### config.mk
export PLATFORM = sky130hd
export DESIGN_NAME = kpvt_alu
export DESIGN_NICKNAME = d
export VERILOG_FILES = /design/src/rtl/core/kpvt_pkg.sv /design/src/rtl/core/kpvt_alu.sv
export SDC_FILE = /design/constraint.sdc
export NUM_CORES = 2
export LEC_CHECK = 0
export BUFFER_PORTS_ARGS = -buffer_cell sky130_fd_sc_hd__clkbuf_2
export CAP_MARGIN = 10
export CORE_MARGIN = 4
export CORE_UTILIZATION = 39
export CTS_BUF_LIST = sky130_fd_sc_hd__clkbuf_2 sky130_fd_sc_hd__clkbuf_4 sky130_fd_sc_hd__clkbuf_8
export DETAILED_ROUTE_END_ITERATION = 8
export GPL_TIMING_DRIVEN = 0
export SLEW_MARGIN = 20
export SYNTH_ARGS = -nofsm -noshare
export SYNTH_HDL_FRONTEND = slang
export SYNTH_SLANG_ARGS = --single-unit
### constraint.sdc
create_clock -name clk -period 23.5 [get_ports clk]
set_clock_uncertainty 0.1 [all_clocks]
set_input_delay 3.525 -clock clk [delete_from_list [all_inputs] [get_ports clk]]
set_output_delay 3.525 -clock clk [all_outputs]
set_load 0.01 [all_outputs]
### src/rtl/core/kpvt_pkg.sv
package kpvt_pkg;

  localparam int FRAC_BITS = 24;
  localparam int DIV_STEPS = 88;   // 64 numerator bits plus the fraction bits
  localparam int UC_LAST   = 32;

  localparam logic [2:0] CFG_Q_POS     = 3'd0;
  localparam logic [2:0] CFG_Q_POS_VEL = 3'd1;
  localparam logic [2:0] CFG_Q_VEL_POS = 3'd2;
  localparam logic [2:0] CFG_Q_VEL     = 3'd3;
  localparam logic [2:0] CFG_R_MEAS    = 3'd4;
  localparam logic [2:0] CFG_INIT_P    = 3'd5;
  localparam logic [2:0] CFG_INIT_X    = 3'd6;

  typedef enum logic [1:0] {
    OP_MUL = 2'd0,
    OP_DIV = 2'd1
  } alu_op_t;

  typedef struct packed {
    logic    start;
    alu_op_t op;
  } alu_req_t;

  typedef enum logic [1:0] {
    U_ADD = 2'd0,
    U_SUB = 2'd1,
    U_MUL = 2'd2,
    U_DIV = 2'd3
  } uop_t;

  typedef enum logic [4:0] {
    R_X, R_V, R_P0, R_P1, R_P2, R_P3, R_T, R_A, R_Y0, R_Y1, R_K,
    R_DT, R_M, R_OLDX, R_Q0, R_Q1, R_Q2, R_Q3, R_R, R_ZERO
  } rsel_t;

  typedef enum logic [3:0] {
    A_IDLE = 4'b0001,
    A_MUL  = 4'b0010,
    A_DIV  = 4'b0100,
    A_FIN  = 4'b1000
  } alu_state_t;

  typedef enum logic [3:0] {
    T_IDLE  = 4'b0001,
    T_ISSUE = 4'b0010,
    T_WAIT  = 4'b0100,
    T_DONE  = 4'b1000
  } top_state_t;

endpackage

### src/rtl/core/kpvt_alu.sv
module kpvt_alu
  import kpvt_pkg::*;
(
  input  logic               clk,
  input  logic               rst_n,
  input  alu_req_t           req,
  input  logic signed [63:0] opa,
  input  logic signed [63:0] opb,
  output logic               done,
  output logic signed [63:0] result
);

  alu_state_t   st_r;
  logic [6:0]   cnt_r;
  logic         neg_r, is_mul_r, dzero_r;
  logic [63:0]  ua_r, ub_r;
  logic [63:0]  pp_r;
  logic [127:0] acc_r;
  logic [87:0]  num_r;
  logic [63:0]  rem_r;

  logic [31:0]  pa, pb;
  logic [127:0] pp_sh;
  logic [64:0]  rem_sh, rem_dif;
  logic [63:0]  mag, ua_in, ub_in;
  logic         ovf;

  assign ua_in = opa[63] ? 64'(-opa) : 64'(opa);
  assign ub_in = opb[63] ? 64'(-opb) : 64'(opb);

  // partial product schedule: a0b0, a0b1, a1b0, a1b1; each product is registered and accumulated in the next cycle
  always_comb begin
    pa    = ua_r[31:0];
    pb    = ub_r[31:0];
    pp_sh = {64'b0, pp_r};
    case (cnt_r[2:0])
      3'd0: begin pa = ua_r[31:0];  pb = ub_r[31:0];  end
      3'd1: begin pa = ua_r[31:0];  pb = ub_r[63:32]; end
      3'd2: begin pa = ua_r[63:32]; pb = ub_r[31:0];  pp_sh = {32'b0, pp_r, 32'b0}; end
      3'd3: begin pa = ua_r[63:32]; pb = ub_r[63:32]; pp_sh = {32'b0, pp_r, 32'b0}; end
      3'd4: pp_sh = {pp_r, 64'b0};
      default: pp_sh = {64'b0, pp_r};
    endcase
  end

  assign rem_sh  = {rem_r, num_r[87]};
  assign rem_dif = rem_sh - {1'b0, ub_r};

  always_ff @(posedge clk) begin
    if (!rst_n) begin
      st_r <= A_IDLE;
    end else begin
      case (st_r)
        A_IDLE: begin
          if (req.start) begin
            st_r     <= (req.op == OP_MUL) ? A_MUL : A_DIV;
            neg_r    <= opa[63] ^ opb[63];
            is_mul_r <= (req.op == OP_MUL);
            dzero_r  <= (opb == 64'sd0);
            ua_r     <= ua_in;
            ub_r     <= ub_in;
            cnt_r    <= '0;
            acc_r    <= '0;
            num_r    <= {ua_in, 24'b0};
            rem_r    <= '0;
          end
        end
        A_MUL: begin
          pp_r <= {32'b0, pa} * {32'b0, pb};
          if (cnt_r != 7'd0) acc_r <= acc_r + pp_sh;
          cnt_r <= cnt_r + 7'd1;
          if (cnt_r == 7'd4) st_r <= A_FIN;
        end
        A_DIV: begin
          if (!rem_dif[64]) begin
            rem_r <= rem_dif[63:0];
            num_r <= {num_r[86:0], 1'b1};
          end else begin
            rem_r <= rem_sh[63:0];
            num_r <= {num_r[86:0], 1'b0};
          end
          cnt_r <= cnt_r + 7'd1;
          if (cnt_r == 7'(DIV_STEPS - 1)) st_r <= A_FIN;
        end
        A_FIN: st_r <= A_IDLE;
        default: st_r <= A_IDLE;
      endcase
    end
  end

  always_comb begin
    if (is_mul_r) begin
      ovf = |acc_r[127:88];
      mag = acc_r[87:24];
    end else begin
      ovf = |num_r[87:63];
      mag = num_r[63:0];
    end
    if (ovf) mag = '1;
    if (!is_mul_r && dzero_r) begin
      result = 64'sd0;
    end else if (neg_r) begin
      result = mag[63] ? {1'b1, 63'b0} : 64'(-mag);
    end else begin
      result = mag[63] ? {1'b0, {63{1'b1}}} : 64'(mag);
    end
  end

  assign done = (st_r == A_FIN);

endmodule

Word-level counts from Yosys, hierarchy flattened
Index checks and enable logic that the tools add are counted.
W data, S select, Z words.
- flip-flop bits (word level): 486
- bits of input ports: 133
- output and inout bits: 65
- word-level logic and storage cells: 81
- $add $sub $neg: 6
- multiply operators: 1
- equality and inequality tests: 14
- muxes and demuxes: 28
- bitwise operators: 1
- reductions and logical operators: 19
- operators by type and width (cell ; count):
    $mux W64 ; 8
    $pmux W128 S2 ; 2
    $mux W128 ; 2
    $neg A64 Y64 ; 3
    $pmux W88 S2 ; 1
    $add A128 B128 Y128 ; 1
    $pmux W64 S2 ; 1
    $mux W63 ; 2
    $mux W88 ; 1
    $sub A65 B64 Y65 ; 1
    $logic_not A64 Y1 ; 1
    $mul A32 B32 Y64 ; 1
    $mux W32 ; 2
    $reduce_or A40 Y1 ; 1
    $reduce_or A25 Y1 ; 1
    $pmux W7 S2 ; 1
    $mux W4 ; 3
    $pmux W4 S3 ; 1
    $reduce_and A3 Y1 ; 4
    $ne A2 B2 Y1 const B ; 4
    $add A7 B1 Y7 const B ; 1
    $eq A7 B3 Y1 const B ; 1
    $eq A7 B7 Y1 const B ; 1
    $mux W7 ; 1
    other kinds (18) ; 24

Depth between registers and ports, before layout
- word-level depth: 7
- depth in mapped cells: 38
- depth with buffers taken out: 34

Worst setup path after synthesis
OpenSTA, ideal clock, no wires.
- path type: input -> register
- start: input rst_n
- end: register num_r[0], enable pin
- arrival time: 12247 ps
- path slack: 10643 ps
- stages on the path: 3
- cell sequence: nand2_1 nor2_1 a21o_1
- longest elaborated chain between the ends: 1
- RTL lines (element ; RTL line ; RTL):
    start, declared ; kpvt_alu.sv:5 ; input logic rst_n,
    $reduce_and A3 Y1 (no line) ; - ;
    end signal, assigned ; kpvt_alu.sv:64 ; num_r <= {ua_in, 24'b0};
    end signal, assigned ; kpvt_alu.sv:77 ; num_r <= {num_r[86:0], 1'b1};
    end signal, assigned ; kpvt_alu.sv:80 ; num_r <= {num_r[86:0], 1'b0};
    end, declared ; kpvt_alu.sv:19 ; logic [87:0] num_r;
Every way passes these cells.
A chain may end at the register's enable or synchronous reset.

Final worst setup path
- start: register is_mul_r
- end: output result[58]
- longest elaborated chain between the ends: 6
- elaborated cells on any way between the ends: 10
- those cells by class: add/sub (1); mux (7); reduce/logical (2)
- RTL lines (element ; RTL line ; RTL):
    start, declared ; kpvt_alu.sv:15 ; logic neg_r, is_mul_r, dzero_r;
    start signal, assigned ; kpvt_alu.sv:58 ; is_mul_r <= (req.op == OP_MUL);
    $mux W64 or $mux W1 (tied branches) ; kpvt_alu.sv:92 ; if (is_mul_r) begin
    $mux W64 ; kpvt_alu.sv:99 ; if (ovf) mag = '1;
    $neg A64 Y64 ; kpvt_alu.sv:103 ; result = mag[63] ? {1'b1, 63'b0} : 64'(-mag);
    $mux W64 ; kpvt_alu.sv:103 ;
    $mux W64 ; kpvt_alu.sv:102 ; end else if (neg_r) begin
    $mux W64 * ; kpvt_alu.sv:100 ; if (!is_mul_r && dzero_r) begin
    end, declared ; kpvt_alu.sv:10 ; output logic signed [63:0] result
Every way passes the cells marked *; elsewhere a longest branch is shown, timed or not.

==> qor.csv <==
stage;metric;value;unit
run_status;status;complete, no violations;
worst_hold_path;hold path start;num_r[9];
logic_synthesis;library cells used by synthesis;86;
clock_network;hold buffers post-CTS;0;
logic_synthesis;multiplexer share of the synthesized area;3.444;%
logic_synthesis;compound-cell area share of the yosys netlist;12.20;%
sta;part of the cycle the worst path needs;55.44;%
logic_synthesis;count leader, synth;nor2_1;
detailed_routing;DRT Wirelength;287100;um
logic_synthesis;Yosys warnings;0;
die;core area;0.1765;mm^2
worst_setup_path;Crit. End Element;primary output;
finish;layout cell share with drive strength beyond 1;6.944;%
clock_network;# resized after CTS;0;
logic_synthesis;Synth Flop Type;edfxtp_1;
logic_synthesis;share of synthesized flip-flops with an asynchronous set or reset;0;%
sta;final hold violation count;0;
worst_setup_path;WP data required;19.88;ns
sta;Fin Hold WS;0.4544;ns
die;# IOs;198;
clock_network;H-tree depth;3;
detailed_routing;vias per cell;5.702;
detailed_routing;Post-DRT Antenna Nets;0;
sta;fmax;76.76;MHz
clock_network;Clock Tree Root;clkbuf_8;
detailed_routing;routed len/inst;27.06;um
logic_synthesis;largest family of logic cells by synthesized area;adder cells;
sta;RSZ-0062 raised after global routing;no;
logic_synthesis;leading area contributor after synthesis;fa_1;
sta;worst-margin pin slew;1.217;ns
clock_network;Clock transition at path regs;0.06;ns
clock_network;CTS tree;built;
die;starting density of the core;39.27;%
clock_network;CTS sink cnt;486;
place;final RePlAce weighted congestion;1.105;
worst_hold_path;worst min path class;reg2reg;
clock_network;Inserted Clock Buffers;87;
die;Die Ht;429.6;um
logic_synthesis;sequential element share of the synthesized area;21.00;%
logic_synthesis;area share of the largest cell type after synthesis;25.94;%
logic_synthesis;commonest cells in the netlist;nor2_1 (1250), inv_1 (993), fa_1 (898), nand2_1 (755), edfxtp_1 (482);
detailed_routing;number of remaining DRC errors;0;
logic_synthesis;Yosys reg bits;486;
global_routing;GR Overflow Total;0;
finish;area delta synth->final;10.09;%
global_routing;GRT Total Usage;30.64;%
sta;Tmin final;13.03;ns
sta;Rel. slew slack;18.86;%
worst_setup_path;worst-path fanout max;10;
detailed_routing;DR iter-0 viols;6112;
place;count of input and output buffers;195;
logic_synthesis;Mean Syn Cell Area;8.836;um^2
sta;Max Transition Viols Final;0;
die;Die X-Extent;429.6;um
worst_setup_path;Crit Reg-Reg Startpoint;cnt_r[2];
clock_network;later-pin clock latency in the skew report;0.80;ns
job;max cap viols;0;
worst_setup_path;WS Path Type;reg2out;
logic_synthesis;Post-synth EDFFs;482;
logic_synthesis;area share of xor/xnor cells in the synthesized design;4.776;%
logic_synthesis;Syn Inst Count;7844;
sta;setup TNS;0;ns
detailed_routing;routed vias;60500;
logic_synthesis;Post-Synth Simple-Gate Area;16.76;%
global_routing;vias in the first global route;59840;
logic_synthesis;adder-cell area share of the yosys netlist;34.26;%
worst_setup_path;Startpoint Class;flip-flop;
worst_setup_path;crit path launch;is_mul_r;
finish;Net count, final;9672;
clock_network;# Post-CTS Setup Buffers;0;
logic_synthesis;largest cells by area after synthesis;fa_1 (26%), edfxtp_1 (21%), ha_1 (8.3%);
worst_setup_path;Worst Path Arrival;9.40;ns
place;DP HPWL;240000;um
global_routing;largest net degree at the start of global routing;62;
die;row cnt;154;
detailed_routing;DRT Pass-1 Iters;6;
logic_synthesis;Post-Syn Area;0.06931;mm^2
logic_synthesis;Synthesized Nets;9336;
global_routing;initial antenna violation count;14;
global_routing;first-pass GRT wire length;413900;um
clock_network;deepest clock path buffer count;3;
die;Die Area;0.1845;mm^2
sta;endpoints failing setup;0;
-- cells in the final DEF, fill, tap and decap left out, types with 144 or more instances in the layout --
cell type,synthesis,routed
edfxtp_1,482,482
ha_1,461,461
clkbuf_1,371,364
clkbuf_2,1,203
inv_1,993,993
nor2_1,1250,1249
a21o_1,145,144
o21ai_0,263,260
fa_1,898,898
nand2_1,755,755
xnor2_1,258,258
a21oi_1,415,414
-- registers in the layout, indices dropped and copies added (netlist names) --
| name | count |
|---|---|
| acc_r | 128 |
| cnt_r | 7 |
| dzero_r | 1 |
| is_mul_r | 1 |
| neg_r | 1 |
| num_r | 88 |
| pp_r | 64 |
| rem_r | 64 |
| st_r | 4 |
| ua_r | 64 |
| ub_r | 64 |
-- kinds of logic after synthesis --
family          count (synthesis)
simple gates                 2668
buf+inv                      1395
fa+ha+maj                    1359
compound gates               1326
flops                         486
xor+xnor                      378
mux                           232
-- layout make-up --
type / instances / area (um^2)
fillers: 17680 / 100200
multi-input cells: 5963 / 49910
flip-flops and latches: 486 / 14550
inverters: 994 / 3731
well taps: 2340 / 2928
repair buffers: 247 / 1818
plain buffers: 401 / 1519
clock buffers: 108 / 1368
clock inverters: 53 / 437.9
diodes: 17 / 42.54
-- per-layer routing --
| layer | wire, um | part of all wire, % | vias to the layer above | track usage, % |
|---|---|---|---|---|
| li1 | - | - | 26720 | - |
| met1 | 112900 | 39 | 30160 | 38.77 |
| met2 | 125800 | 44 | 2926 | 47.50 |
| met3 | 27240 | 9.5 | 688 | 7.833 |
| met4 | 21190 | 7.4 | 2 | 17.92 |
| met5 | 10 | 0.0035 | - | 0 |
-- critical path, cell delays in order (launching register included) --
cell and delay (ns):
edfxtp_1 0.31, buf_2 0.41, buf_2 0.36, buf_1 0.54, buf_1 0.56, clkbuf_1 0.49
clkbuf_1 0.69, buf_1 0.67, clkbuf_1 0.71, buf_2 0.44, mux2i_1 0.37, nor2b_1 0.18
ha_1 0.25, nand3_1 0.09, nor2_1 0.16, o211ai_1 0.19, nor3_1 0.43, and2_1 0.23
and2_1 0.21, nand4_1 0.16, or2_2 0.37, o21ai_0 0.21, xor2_1 0.13, nor2_1 0.24
clkbuf_2 0.19
-- stage by stage --
stage	utilization, %	cell area, um^2	std cells	setup WS, ns
after global routing	43.22	76270	10600	10.11
after global placement	41.48	73220	10380	6.706
final	43.23	76300	10610	10.47
after detailed placement	42.19	74460	10430	10.95
after CTS	43.21	76260	10590	10.60
after floorplan	-	69310	7844	10.64
-- worst paths after layout --
path              cells past startpoint  slack (ns)         end
setup / recovery                     24       10.47  result[58]
setup reg to reg                     32       10.65    pp_r[57]
hold / removal                        1        0.45   num_r[10]
hold reg to reg                       1        0.45   num_r[10]
Power is not shown: default switching activity piles up to over one toggle a cycle in this logic, so the estimate is an artifact.
